**config.mk**
```make
export PLATFORM = sky130hd
export DESIGN_NAME = cau_div_step
export DESIGN_NICKNAME = d
export VERILOG_FILES = /design/src/rtl/cau_pkg.sv /design/src/rtl/cau_div_step.sv
export SDC_FILE = /design/constraint.sdc
export NUM_CORES = 1
export LEC_CHECK = 0
export BUFFER_PORTS_ARGS = -buffer_cell sky130_fd_sc_hd__buf_2
export CAP_MARGIN = 20
export CELL_PAD_IN_SITES_DETAIL_PLACEMENT = 0
export CELL_PAD_IN_SITES_GLOBAL_PLACEMENT = 1
export CORE_AREA = 2 2 283 285
export DETAILED_ROUTE_END_ITERATION = 8
export DIE_AREA = 0 0 285 287
export MAX_ROUTING_LAYER = met4
export PLACE_DENSITY_LB_ADDON = 0.1
export SLEW_MARGIN = 0
export SYNTH_ARGS = -nofsm -noshare
export SYNTH_HDL_FRONTEND = slang
export SYNTH_SLANG_ARGS = --single-unit
```
**constraint.sdc**
```tcl
create_clock -name clk -period 3.9 [get_ports clk]
set_input_delay 0.585 -clock clk [delete_from_list [all_inputs] [get_ports clk]]
set_output_delay 0.585 -clock clk [all_outputs]
set_load 0.01 [all_outputs]
```
**src/rtl/cau_pkg.sv**
```systemverilog
// shared types and constants for the complex arithmetic unit
// no dependencies
package cau_pkg;

  localparam int DataWidthDef = 32;
  localparam int FracBitsDef  = 16;

  typedef enum logic [1:0] {
    OP_ADD = 2'd0,
    OP_SUB = 2'd1,
    OP_MUL = 2'd2,
    OP_DIV = 2'd3
  } op_t;

  typedef enum logic [1:0] {
    ST_OK  = 2'd0,
    ST_SAT = 2'd1,
    ST_DZ  = 2'd2
  } status_t;

  // control that travels with each word down the pipeline
  typedef struct packed {
    logic valid;
    logic div;
    logic dz;
    logic neg_re;
    logic neg_im;
  } ctl_t;

endpackage

```
**src/rtl/cau_div_step.sv**
```systemverilog
// one registered restoring-division step for both result parts
// depends on cau_pkg
module cau_div_step #(
  parameter int DATA_WIDTH = 32,
  parameter int FRAC_BITS  = 16
) (
  input  logic                            clk,
  input  logic                            rst,
  input  logic                            en,
  input  cau_pkg::ctl_t                   ctl_in,
  input  logic [2*DATA_WIDTH-1:0]         den_in,
  input  logic [2*DATA_WIDTH+FRAC_BITS:0] nq_re_in,
  input  logic [2*DATA_WIDTH+FRAC_BITS:0] nq_im_in,
  input  logic [2*DATA_WIDTH-1:0]         rem_re_in,
  input  logic [2*DATA_WIDTH-1:0]         rem_im_in,
  output cau_pkg::ctl_t                   ctl_out,
  output logic [2*DATA_WIDTH-1:0]         den_out,
  output logic [2*DATA_WIDTH+FRAC_BITS:0] nq_re_out,
  output logic [2*DATA_WIDTH+FRAC_BITS:0] nq_im_out,
  output logic [2*DATA_WIDTH-1:0]         rem_re_out,
  output logic [2*DATA_WIDTH-1:0]         rem_im_out
);
  import cau_pkg::*;

  localparam int W2 = 2 * DATA_WIDTH;
  localparam int NW = 2 * DATA_WIDTH + 1 + FRAC_BITS;

  // numerator bits shift out the top while quotient bits shift in below
  logic [W2:0] t_re, t_im, d_ext;
  logic        ge_re, ge_im;

  assign d_ext = {1'b0, den_in};
  assign t_re  = {rem_re_in, nq_re_in[NW-1]};
  assign t_im  = {rem_im_in, nq_im_in[NW-1]};
  assign ge_re = (t_re >= d_ext);
  assign ge_im = (t_im >= d_ext);

  always_ff @(posedge clk) begin
    if (rst) begin
      ctl_out.valid <= 1'b0;
    end else if (en) begin
      ctl_out.valid <= ctl_in.valid;
    end
    if (en) begin
      ctl_out.div    <= ctl_in.div;
      ctl_out.dz     <= ctl_in.dz;
      ctl_out.neg_re <= ctl_in.neg_re;
      ctl_out.neg_im <= ctl_in.neg_im;
      den_out        <= den_in;
      if (ctl_in.div) begin
        nq_re_out  <= {nq_re_in[NW-2:0], ge_re};
        nq_im_out  <= {nq_im_in[NW-2:0], ge_im};
        rem_re_out <= ge_re ? W2'(t_re - d_ext) : W2'(t_re);
        rem_im_out <= ge_im ? W2'(t_im - d_ext) : W2'(t_im);
      end else begin
        nq_re_out  <= nq_re_in;
        nq_im_out  <= nq_im_in;
        rem_re_out <= rem_re_in;
        rem_im_out <= rem_im_in;
      end
    end
  end

endmodule

```
==> flow_summary.rst <==
.. list-table::
   :header-rows: 1

   * - Metric
     - Value
   * - Outcome
     - finished clean
   * - Setup clock skew after layout
     - 0 ns
   * - Cell area after synthesis
     - 23200 um2
   * - Class of the worst hold path
     - in -> reg
   * - Period Utilization, post-route
     - 93.6%
   * - Maximum level of the CTS H-tree
     - 2
   * - Root Driver
     - clkbuf_16
   * - Die area
     - 81800 um2
   * - Slew margin rel.
     - 49.8%
   * - Clock slew at the register clock pins of the worst setup and hold paths
     - 0.06 ns
   * - Maximum number of buffers from clock root to sink
     - 3
   * - Die Y-Extent
     - 287 um
   * - Adder-Cell Fraction of Synth Area
     - 7.08%
   * - Number of enable flip-flop cells after synthesis
     - 358
   * - Ys async rst share
     - 0%
   * - Largest fanout on the critical path
     - 4
   * - Proportion of synthesized area in mux cells
     - 8.57%
   * - Worst R2R End
     - ctl_out[4]$_SDFFE_PP0P_
   * - Post-DP HPWL
     - 83000 um
   * - Average routed wire per standard cell
     - 23.0 um
   * - Number of maximum-capacitance violations
     - 0
   * - Unrepaired setup endpoints after global routing
     - false
   * - Sum of negative setup slack
     - 0 ns
   * - Post-synthesis share of cell area spent on xor and xnor gates
     - 4.35%
   * - Port Buffers
     - 720
   * - Nature of the critical path endpoint
     - flop
   * - Number of ports placed on the die boundary
     - 721
   * - Critical Path Start Type
     - primary input
   * - Number of nets produced by synthesis
     - 2800
   * - Final number of setup-violating endpoints
     - 0
   * - Number of fill cells in the layout
     - 7997
   * - Sequential area share after synthesis
     - 46.5%
   * - Cell repeated most along the worst path
     - buf_4
   * - Endpoint of the worst hold-timing path
     - ctl_out[4]$_SDFFE_PP0P_
   * - Worst skew pair latency
     - 0.58 ns
   * - Core outline area
     - 78600 um2
   * - Width of the die
     - 285 um
   * - Number of sinks handled by clock tree synthesis
     - 359
   * - Worst hold start
     - rst
   * - Launch point of the worst reg-to-reg path
     - ctl_out[4]$_SDFFE_PP0P_
   * - Final slew viol count
     - 0
   * - Measured slew at the worst slew-check pin
     - 0.753 ns
   * - Effective utilization at floorplan
     - 29.5%
   * - Vias in the first global route
     - 21800
   * - Site Rows
     - 103
   * - Commonest non-fill, non-tap cells in the layout
     - 718 x buf_2, 358 x edfxtp_1, 320 x a21oi_1
   * - Average cell area after synthesis
     - 10.0 um2
   * - GRT Overall Usage
     - 23.9%
   * - Period minus WS final
     - 3.65 ns
   * - Clock tree from TritonCTS
     - built
   * - Register bit total from synthesis
     - 359
   * - Critical path class
     - in -> reg
   * - Instance count along the most critical hold path
     - 2
   * - Required time reported for the critical path endpoint
     - 4.21 ns
   * - Leading cell type in the layout, fill and taps excluded
     - buf_2
   * - Static leakage
     - 13.5 nW
   * - Antenna violations before repair
     - 28
   * - Worst-case reg-to-reg path depth
     - 2
   * - Number of nets in the layout
     - 3704
   * - Most used flip-flop cell after synthesis
     - edfxtp_1
   * - Detailed-route via count
     - 21600
   * - Maximum cell stage delay along the critical path
     - 0.39 ns
   * - Detailed-route vias per instance
     - 5.00
   * - Peak supply drop
     - 0.000272 V
   * - Iteration count of the initial detailed-routing pass
     - 5
   * - Main combinational cell family by area after synthesis
     - compound AO/OA/AOI/OAI gates
   * - Clock buffers created by TritonCTS
     - 45
   * - Compound-cell area share of the yosys netlist
     - 17.2%
   * - Post-synthesis share of cell area spent on and, or, nand and nor gates
     - 12.4%
   * - Count of final hold-check violations
     - 0
   * - Routed wl met3
     - 5680 um
   * - Congestion Overflow GR
     - 0
   * - Fraction of layout cells with a size suffix above 1
     - 38.1%
   * - Area grow syn2layout
     - 34.8%
   * - CP Cell Sequence
     - buf_2 -> inv_1 -> ha_1 -> fa_1 -> nand2b_1 -> a21oi_1 -> buf_4 -> o2111ai_2 -> a311oi_1 -> buf_4 -> a21boi_0 -> buf_4 -> a2bb2oi_1 -> buf_4 -> a31oi_1 -> nand3b_1 -> a32oi_1 -> a21oi_1
   * - Setup Slack @ Placement
     - -0.343 ns
   * - Residual DRC
     - 0
   * - Arrival time of the worst setup path
     - 3.96 ns
   * - Setup WS post-layout
     - 0.252 ns
   * - Last weighted congestion value of the routability-driven placer
     - 0.928
   * - Setup slack of the worst register-to-register path
     - 3.32 ns
   * - Register Area
     - 10800 um2
   * - Maximum number of pins on one net before global-route repair
     - 96
   * - Violation count after the first detailed-route iteration
     - 1147
   * - Ys Warns
     - 0
   * - Number of hold-repair buffers added at the cts stage
     - 0
   * - Wire length of the first global-routing pass
     - 142000 um
   * - WL met1
     - 39200 um
   * - Highest-delay cell along the critical path
     - fa_1
   * - Highest metal used
     - met4
   * - Number of antenna-violating nets in the routed design
     - 0
   * - Detailed Route WL
     - 99400 um
   * - Met2 wire len
     - 51600 um
   * - Area taken by multi-input logic gates
     - 11500 um2
   * - Pwr per Cell Area
     - 403 nW/um2
   * - Timing-limited maximum frequency
     - 0.274 GHz
   * - Final hold slack
     - 0.161 ns
   * - Cell count after synthesis
     - 2308
   * - Distinct cells, synth
     - 84
power breakdown:
part	internal, mW	switching, mW	leakage [nW]
Combinational	1.53	2.12	9.28
Sequential	4.72	0.118	3.51
Clock	2.32	1.77	0.684
Total	8.58	4.01	13.5
worst max path at each step:
stage | from | endpoint | cells after the start
after floorplan | den_in[17] | rem_im_out[50]$_DFFE_PP_ | 16
after global placement | nq_im_in[80] | rem_im_out[62]$_DFFE_PP_ | 18
after detailed placement | nq_im_in[80] | rem_im_out[62]$_DFFE_PP_ | 18
after CTS | nq_im_in[80] | rem_im_out[62]$_DFFE_PP_ | 18
after global routing | nq_im_in[80] | rem_im_out[54]$_DFFE_PP_ | 20
final | nq_im_in[80] | rem_im_out[62]$_DFFE_PP_ | 18
metal layers:
metal	vias up	track usage [%]
met4	0	7.36
met2	667	42.9
met1	10400	26.7
li1	10400	-
met3	135	4.48
met5	-	-
cell usage after synthesis, drive strengths merged, types with 37 or more instances:
| cell | n | area, um2 |
|---|---|---|
| ha | 128 | 1600 |
| mux2 | 163 | 1840 |
| inv | 115 | 432 |
| nand4 | 40 | 250 |
| xnor2 | 65 | 569 |
| a31oi | 42 | 278 |
| a21oi | 320 | 1600 |
| nand2 | 164 | 623 |
| edfxtp | 358 | 10800 |
| clkbuf | 95 | 357 |
| nand3 | 37 | 185 |
| nor2 | 273 | 1030 |
| xor2 | 50 | 438 |
| o21ai | 102 | 510 |
flip-flops by register name (all words and copies together) (netlist names):
name	count
nq_im_out	81
ctl_out	5
rem_re_out	64
rem_im_out	64
nq_re_out	81
den_out	64
worst max-delay path: cells and delay by family:
family / cells / cell delay [ns]
buffers and inverters: 6 / 0.87
AOI/OAI and AO/OA: 8 / 1.52
and+or+nand+nor: 2 / 0.38
adders and majority gates: 2 / 0.59
stage by stage:
stage | utilization (%) | instances | power (mW) | cell area, um2
global placement | 37.9 | 4215 | 8.57 | 29800
detailed placement | 37.9 | 4215 | 8.58 | 29800
floorplan | - | 2308 | 6.79 | 23200
finish | 39.8 | 4317 | 12.6 | 31200
global route | 39.7 | 4316 | 13.2 | 31200
CTS | 39.7 | 4299 | 12.8 | 31200
final cells by class:
| cell class | instances | share of cell area, % |
|---|---|---|
| antenna | 18 | 0.144 |
| clock buffer | 58 | 3.96 |
| clock inverter | 26 | 0.617 |
| inverter | 115 | 1.38 |
| multi-input combinational | 1716 | 36.9 |
| sequential | 359 | 34.5 |
| tap | 1050 | 4.20 |
| timing repair buffer | 975 | 18.4 |
kinds of logic after synthesis:
group	Yosys count
compound gates	656
simple gates	637
xor+xnor	115
buf+inv	233
fa+ha+maj	130
flops	359
mux	178
what timing repair did:
item                                    4_1_cts  5_1_grt
endpoints found under the setup margin        0        2
buffers inserted                              0        0
gates resized for setup                       0        1
Note: power is estimated with default switching activity, not from simulation.
