<file path="src/rtl/cau_pkg.sv">
// shared types and constants for the complex arithmetic unit
// no dependencies
package cau_pkg;

  localparam int DataWidthDef = 32;
  localparam int FracBitsDef  = 16;

  typedef enum logic [1:0] {
    OP_ADD = 2'd0,
    OP_SUB = 2'd1,
    OP_MUL = 2'd2,
    OP_DIV = 2'd3
  } op_t;

  typedef enum logic [1:0] {
    ST_OK  = 2'd0,
    ST_SAT = 2'd1,
    ST_DZ  = 2'd2
  } status_t;

  // control that travels with each word down the pipeline
  typedef struct packed {
    logic valid;
    logic div;
    logic dz;
    logic neg_re;
    logic neg_im;
  } ctl_t;

endpackage

</file>
<file path="src/rtl/cau_back.sv">
// output stage: sign restore, saturation, status, output register
// depends on cau_pkg
module cau_back #(
  parameter int DATA_WIDTH = 32,
  parameter int FRAC_BITS  = 16
) (
  input  logic                            clk,
  input  logic                            rst,
  input  logic                            en,
  input  cau_pkg::ctl_t                   ctl,
  input  logic [2*DATA_WIDTH+FRAC_BITS:0] mag_re,
  input  logic [2*DATA_WIDTH+FRAC_BITS:0] mag_im,
  output logic                            out_valid,
  output logic [DATA_WIDTH-1:0]           res_re,
  output logic [DATA_WIDTH-1:0]           res_im,
  output cau_pkg::status_t                status
);
  import cau_pkg::*;

  localparam int W  = DATA_WIDTH;
  localparam int NW = 2 * DATA_WIDTH + 1 + FRAC_BITS;

  logic [W-1:0] sat_re, sat_im;
  logic         clip_re, clip_im;

  function automatic logic clips(input logic neg, input logic [NW-1:0] mag);
    if (neg) begin
      clips = (|mag[NW-1:W]) || (mag[W-1] && (|mag[W-2:0]));
    end else begin
      clips = |mag[NW-1:W-1];
    end
  endfunction

  function automatic logic [W-1:0] clamp(input logic neg, input logic clip,
                                         input logic [NW-1:0] mag);
    if (clip) begin
      clamp = neg ? {1'b1, {(W-1){1'b0}}} : {1'b0, {(W-1){1'b1}}};
    end else begin
      clamp = neg ? W'(-mag[W-1:0]) : mag[W-1:0];
    end
  endfunction

  assign clip_re = clips(ctl.neg_re, mag_re);
  assign clip_im = clips(ctl.neg_im, mag_im);
  assign sat_re  = clamp(ctl.neg_re, clip_re, mag_re);
  assign sat_im  = clamp(ctl.neg_im, clip_im, mag_im);

  always_ff @(posedge clk) begin
    if (rst) begin
      out_valid <= 1'b0;
    end else if (en) begin
      out_valid <= ctl.valid;
    end
  end

  always_ff @(posedge clk) begin
    if (en) begin
      if (ctl.dz) begin
        res_re <= '0;
        res_im <= '0;
        status <= ST_DZ;
      end else begin
        res_re <= sat_re;
        res_im <= sat_im;
        status <= (clip_re || clip_im) ? ST_SAT : ST_OK;
      end
    end
  end

endmodule

</file>
<file path="config.mk">
export PLATFORM = sky130hd
export DESIGN_NAME = cau_back
export DESIGN_NICKNAME = d
export VERILOG_FILES = /design/src/rtl/cau_pkg.sv /design/src/rtl/cau_back.sv
export SDC_FILE = /design/constraint.sdc
export NUM_CORES = 1
export LEC_CHECK = 0
export ABC_AREA = 1
export BUFFER_PORTS_ARGS = -buffer_cell sky130_fd_sc_hd__buf_4
export CAP_MARGIN = 15
export CORE_ASPECT_RATIO = 0.9
export CORE_MARGIN = 4
export CORE_UTILIZATION = 37
export CTS_BUF_LIST = sky130_fd_sc_hd__clkbuf_4
export CTS_CLUSTER_SIZE = 30
export DETAILED_ROUTE_END_ITERATION = 8
export GPL_TIMING_DRIVEN = 0
export PLACE_DENSITY = 0.68
export RECOVER_POWER = 50
export SYNTH_ARGS = -nofsm -noshare
export SYNTH_HDL_FRONTEND = slang
export SYNTH_SLANG_ARGS = --single-unit
</file>
<file path="constraint.sdc">
create_clock -name clk -period 3.13 [get_ports clk]
set_clock_uncertainty 0.05 [all_clocks]
set_input_delay 0.4695 -clock clk [delete_from_list [all_inputs] [get_ports clk]]
set_output_delay 0.4695 -clock clk [all_outputs]
set_load 0.01 [all_outputs]
</file>
==> flow_summary.json, run 1 <==
{
  "place_hpwl_um": 12500,
  "grtUsageTotal_pct": 20.3,
  "critPathKind": "input pin to flop",
  "fmax_mhz": 510,
  "slew_viol_final": 68,
  "grt_pass1_vias": 4816,
  "reg2reg_slack_ns": 2.47,
  "layout-drive-gt1-share_pct": 27.7,
  "hp-class": "input pin to flop",
  "synth_edf_count": 66,
  "rsz0062_at_grt": "no",
  "antenna_found_initial": 1,
  "worst_pin_slew_ns": 1.71,
  "violations": "max-capacitance violations, max-slew violations",
  "avgSynthCellArea_um2": 7.32,
  "drv_cap": 1,
  "io_pins": 237,
  "p_leak_nw": 2.99,
  "clk_pin_slew_ns": 0.10,
  "ir_drop_mv": 0.158,
  "grt_overflow": 0,
  "dr.pass1.iters": 7,
  "cts_hold_buf": 0,
  "yosys.area.top_type": "edfxtp_1",
  "synth_seq_cells": 67,
  "postRouteAntennaNets": 0,
  "powerDensity_mw_per_mm2": 330,
  "synth_top_area_share_pct": 41.6,
  "setup_tns_ns": 0,
  "netlist_instances": 651,
  "grt_max_degree": 68,
  "p_switching_mw": 0.669,
  "syn-cell-area_mm2": 0.00476,
  "hold_path_depth": 2,
  "final_common_cell": "buf_4",
  "path_max_fanout": 10,
  "min_from": "rst",
  "timing.rr.start": "out_valid$_SDFFE_PP0P_",
  "dieArea_mm2": 0.0148,
  "fin_crit_sh_pct": 62.6,
  "syn_nets": 823,
  "fill_cells": 1313,
  "viasPerCell": 4.80,
  "cts.sinks": 67,
  "p_comb_share_pct": 28.4,
  "ys_warn_count": 0,
  "cts-resized-gates": 0,
  "place_congestion": 0.899,
  "fp.dieW_um": 128,
  "hold_violations": 0,
  "outcome": "finished with violations",
  "route.vias.total": 5115,
  "finish.net_count": 1067,
  "die_y_um": 116,
  "ys.flop_type": "edfxtp_1",
  "num_rows": 39,
  "numCtsBuffers": 9,
  "drcViolationCount": 0,
  "arrival_ns": 2.19,
  "cts_root_buf": "clkbuf_4",
  "cts_setup_buffers": 0,
  "slew_headroom_pct": -13.7,
  "critPathCaptureType": "flop",
  "clock_power_share_pct": 22.0,
  "grt_first_pass_wirelength_um": 23700,
  "htreeDepth": 3,
  "clkLatencyLatePin_ns": 0.41,
  "setup_ws_ns": 1.17,
  "wl_per_cell_um": 14.3,
  "swShare_pct": 30.2,
  "holdPathEnd": "out_valid$_SDFFE_PP0P_",
  "ys_top_cells_by_area": "edfxtp_1 (42%), nor2_1 (13%), nand2_1 (12%)",
  "p_seq_share_pct": 49.5,
  "ff2ff_path_depth": 2,
  "start_kind": "input pin",
  "port_buffers": 233,
  "layout_min_cycle_time_ns": 1.96,
  "place_ws_ns": 0.745,
  "reg2reg_to": "out_valid$_SDFFE_PP0P_",
  "setup_viol": 0,
  "core-area_mm2": 0.0126,
  "internal_power_mw": 1.54,
  "synthArstFlopShare_pct": 0,
  "start_util_pct": 37.7,
  "cp.required_ns": 3.36,
  "wl_um": 15300,
  "ctsLongestPathBuffers": 2,
  "yosysUniqueCellTypes": 37,
  "power_mw": 2.21,
  "ys_seq_area_share_pct": 42.0,
  "area_delta_synth_final_pct": 40.6,
  "cts_tree": "yes",
  "layout_common_cells": "buf_4 (199), nor2_1 (167), nand2_1 (155)",
  "drtIter0Drc": 339
}
[metal layers]
metal	vias up	track usage, %	share of wire, %
met1	2251	27.2	43
met2	216	32.5	46
li1	2622	-	-
met4	0	9.19	3.0
met3	26	3.46	7.7
met5	-	0	0
[cell usage after synthesis (3+ instances only)]
library cell  number
a21oi_1           33
a21oi_2            4
buf_2              7
buf_6              4
clkbuf_1           5
edfxtp_1          66
inv_1             42
nand2_1          155
nand2_2            6
nand3_1           30
nand3b_1           3
nand4_1            9
nor2_1           167
nor2_2             7
nor3_1             8
o21ai_0           24
o21ai_1           12
o21ai_2            5
xnor2_1           15
xor2_1            28
[state kept, by name (all words and copies together), names as in the netlist]
register / count
out_valid: 1
res_im: 32
res_re: 32
status: 2
[area by class of cell]
| cell class | count | area (um2) | share of cell area, % |
|---|---|---|---|
| tap | 164 | 205 | 3.06 |
| antenna | 1 | 2.50 | 0.0374 |
| timing repair buffer | 233 | 1620 | 24.2 |
| buffer | 17 | 103 | 1.53 |
| clock inverter | 5 | 21.3 | 0.318 |
| multi-input combinational | 522 | 2490 | 37.2 |
| sequential | 67 | 2000 | 29.9 |
| clock buffer | 11 | 82.6 | 1.23 |
| inverter | 45 | 169 | 2.52 |
[cell families after synthesis]
logic type                 after synthesis  synth area share (%)
and+or+nand+nor                        393                  34.0
AOI/OAI and AO/OA                       83                  9.64
DFF                                     67                  42.0
buffers and inverters                   62                  5.70
xor gates and xnor gates                43                  7.90
adders and majority gates                2                 0.525
muxes                                    1                 0.210
[through the flow]
step	area (um2)	util, %	cells	hold slack, ns
final	6700	53.0	1065	0.145
after global routing	6700	53.0	1065	0.113
after CTS	6820	54.0	1064	0.122
after detailed placement	6720	53.2	1048	0.444
after global placement	6720	53.2	1048	0.433
after floorplan	4760	-	651	0.478
[power by group through the flow]
| stage | Combinational [mW] | Clock, mW | Sequential [mW] |
|---|---|---|---|
| after detailed placement | 0.660 | 0 | 1.12 |
| after CTS | 0.662 | 0.499 | 1.10 |
| after global routing | 0.699 | 0.542 | 1.10 |
| after floorplan | 0.234 | 0 | 1.16 |
| final | 0.629 | 0.488 | 1.10 |
| after global placement | 0.656 | 0 | 1.12 |
[worst max path at each step]
stage | from | end | slack (ns)
after floorplan | mag_re[1] | res_re[19]$_SDFFCE_PP0P_ | 1.24
after global placement | ctl[2] | res_re[4]$_SDFFCE_PP0P_ | 0.78
after detailed placement | ctl[2] | res_re[5]$_SDFFCE_PP0P_ | 0.75
after CTS | ctl[2] | res_re[5]$_SDFFCE_PP0P_ | 1.20
after global routing | ctl[2] | res_re[4]$_SDFFCE_PP0P_ | 0.99
final | mag_re[1] | res_re[24]$_SDFFCE_PP0P_ | 1.17
[critical path, stage by stage]
cell and delay [ns]:
buf_4 0.11, inv_1 0.10, ha_1 0.21, nand3_1 0.12, nor2_2 0.18, nand2_1 0.14, o21ai_1 0.14, nand2_1 0.10
nand2_4 0.16, nand2_2 0.13, buf_6 0.19, o21ai_2 0.12
(Power assumes the default switching activity.)
==> inputs of run 2 (changes only) <==
--- a/config.mk
+++ b/config.mk
@@ -15,7 +15,7 @@
 export CTS_CLUSTER_SIZE = 30
 export DETAILED_ROUTE_END_ITERATION = 8
 export GPL_TIMING_DRIVEN = 0
-export PLACE_DENSITY = 0.68
+export PLACE_DENSITY = 0.7
 export RECOVER_POWER = 50
 export SYNTH_ARGS = -nofsm -noshare
 export SYNTH_HDL_FRONTEND = slang
==> constraint.sdc (replaced) <==
create_clock -name clk -period 1.7 [get_ports clk]
set_clock_uncertainty 0.05 [all_clocks]
set_input_delay 0.255 -clock clk [delete_from_list [all_inputs] [get_ports clk]]
set_output_delay 0.255 -clock clk [all_outputs]
set_load 0.01 [all_outputs]
==> flow_summary.json, run 2 (synthesized netlist as in run 1, its figures left out) <==
{
  "postRouteAntennaNets": 0,
  "drv_cap": 0,
  "viasPerCell": 4.80,
  "hold_violations": 0,
  "port_buffers": 233,
  "grt_pass1_vias": 4841,
  "layout_min_cycle_time_ns": 1.60,
  "area_delta_synth_final_pct": 42.7,
  "wl_um": 15400,
  "die_y_um": 116,
  "route.vias.total": 5134,
  "outcome": "complete, no violations",
  "ir_drop_mv": 0.242,
  "drtIter0Drc": 463,
  "biggestRegsByFlops": "res_im: 32 flops, res_re: 32 flops, status: 2 flops",
  "critPathKind": "input pin to flop",
  "start_util_pct": 37.7,
  "num_rows": 39,
  "fp.dieW_um": 128,
  "arrival_ns": 1.82,
  "numCtsBuffers": 9,
  "grt_first_pass_wirelength_um": 23700,
  "io_pins": 237,
  "p_seq_share_pct": 49.2,
  "ctsLongestPathBuffers": 2,
  "worst_pin_slew_ns": 0.971,
  "htreeDepth": 3,
  "setup_viol": 0,
  "p_leak_nw": 3.02,
  "clock_power_share_pct": 21.8,
  "antenna_found_initial": 1,
  "layout-drive-gt1-share_pct": 29.0,
  "drcViolationCount": 0,
  "path_max_fanout": 10,
  "post-route-util_pct": 53.8,
  "grt_max_degree": 68,
  "internal_power_mw": 2.86,
  "start_kind": "input pin",
  "clkLatencyLatePin_ns": 0.39,
  "slew_viol_final": 0,
  "power_mw": 4.10,
  "powerDensity_mw_per_mm2": 603,
  "dieArea_mm2": 0.0148,
  "wl_per_cell_um": 14.4,
  "setup_tns_ns": 0,
  "p_comb_share_pct": 28.9,
  "place_hpwl_um": 12500,
  "cp.required_ns": 1.92,
  "layout_common_cells": "buf_4 (201), nor2_1 (165), nand2_1 (153)",
  "swShare_pct": 30.2,
  "slew_headroom_pct": 35.3,
  "dr.pass1.iters": 5,
  "critPathCaptureType": "flop",
  "cts_root_buf": "clkbuf_4",
  "setup_ws_ns": 0.0987,
  "core-area_mm2": 0.0126,
  "grtUsageTotal_pct": 20.2,
  "finish.net_count": 1071,
  "fmax_mhz": 625,
  "place_congestion": 0.925,
  "cts.sinks": 67,
  "hp-class": "input pin to flop",
  "p_switching_mw": 1.24,
  "final_common_cell": "buf_4",
  "grt_overflow": 0,
  "fin_crit_sh_pct": 94.2,
  "cts_tree": "yes",
  "place_ws_ns": -0.458,
  "clk_pin_slew_ns": 0.11
}
==> run 2: final timing paths <==
path	start	end	slack [ns]	depth (start not counted)
setup / recovery	mag_im[1]	res_im[12]$_SDFFCE_PP0P_	0.1	13
hold / removal	ctl[4]	out_valid$_SDFFE_PP0P_	0.07	3
setup reg to reg	out_valid$_SDFFE_PP0P_	out_valid$_SDFFE_PP0P_	1.03	2
hold reg to reg	out_valid$_SDFFE_PP0P_	out_valid$_SDFFE_PP0P_	0.49	2
==> run 2: critical path, stage by stage <==
cell	delay, ns
buf_4	0.11
inv_1	0.10
ha_2	0.21
nand2_2	0.08
nor2_4	0.14
nand2_2	0.09
o21ai_1	0.16
nand2_1	0.10
nand2_2	0.10
nand2_2	0.06
buf_6	0.15
buf_6	0.14
nor2_1	0.12
==> run 2: what timing repair did <==
| action | 4_1_cts | 5_1_grt |
|---|---|---|
| pin swaps | 2 | 2 |
| hold buffers | 2 | 0 |
| endpoints found under the setup margin | 3 | 36 |
| resized for setup | 0 | 14 |
| hold endpoints to repair | 2 | 0 |
| buffers inserted | 2 | 0 |
==> run 2: power groups by stage <==
stage / combinational [mW] / clock, mW / sequential (mW)
final: 1.19 / 0.895 / 2.02
after floorplan: 0.431 / 0 / 2.13
after global routing: 1.31 / 0.974 / 2.03
after CTS: 1.23 / 0.903 / 2.02
after detailed placement: 1.22 / 0 / 2.06
after global placement: 1.21 / 0 / 2.05
==> run 2: cell type report <==
cell class,instances,area (um2)
fillers,1278,5840
multi-input cells,522,2530
flip-flops and latches,67,2000
repair buffers,237,1680
well taps,164,205
inverters,45,169
plain buffers,17,109
clock buffers,11,82.6
clock inverters,5,21.3
diodes,1,2.50
==> run 2: per-layer routing <==
| layer | part of all wire [%] | vias to the layer above | global-route usage (%) |
|---|---|---|---|
| li1 | - | 2627 | - |
| met5 | 0 | - | 0 |
| met3 | 6.7 | 10 | 2.63 |
| met2 | 48 | 194 | 34.1 |
| met4 | 0.95 | 0 | 5.73 |
| met1 | 44 | 2303 | 27.3 |
==> run 2: metrics by stage <==
step / area [um2] / std cells / hold slack, ns
2_1_floorplan: 4760 / 651 / 0.277
3_3_place_gp: 6720 / 1048 / 0.367
3_5_place_dp: 6720 / 1048 / 0.368
4_1_cts: 6870 / 1068 / 0.0243
5_1_grt: 6800 / 1069 / 0.0598
6_report: 6800 / 1069 / 0.0683
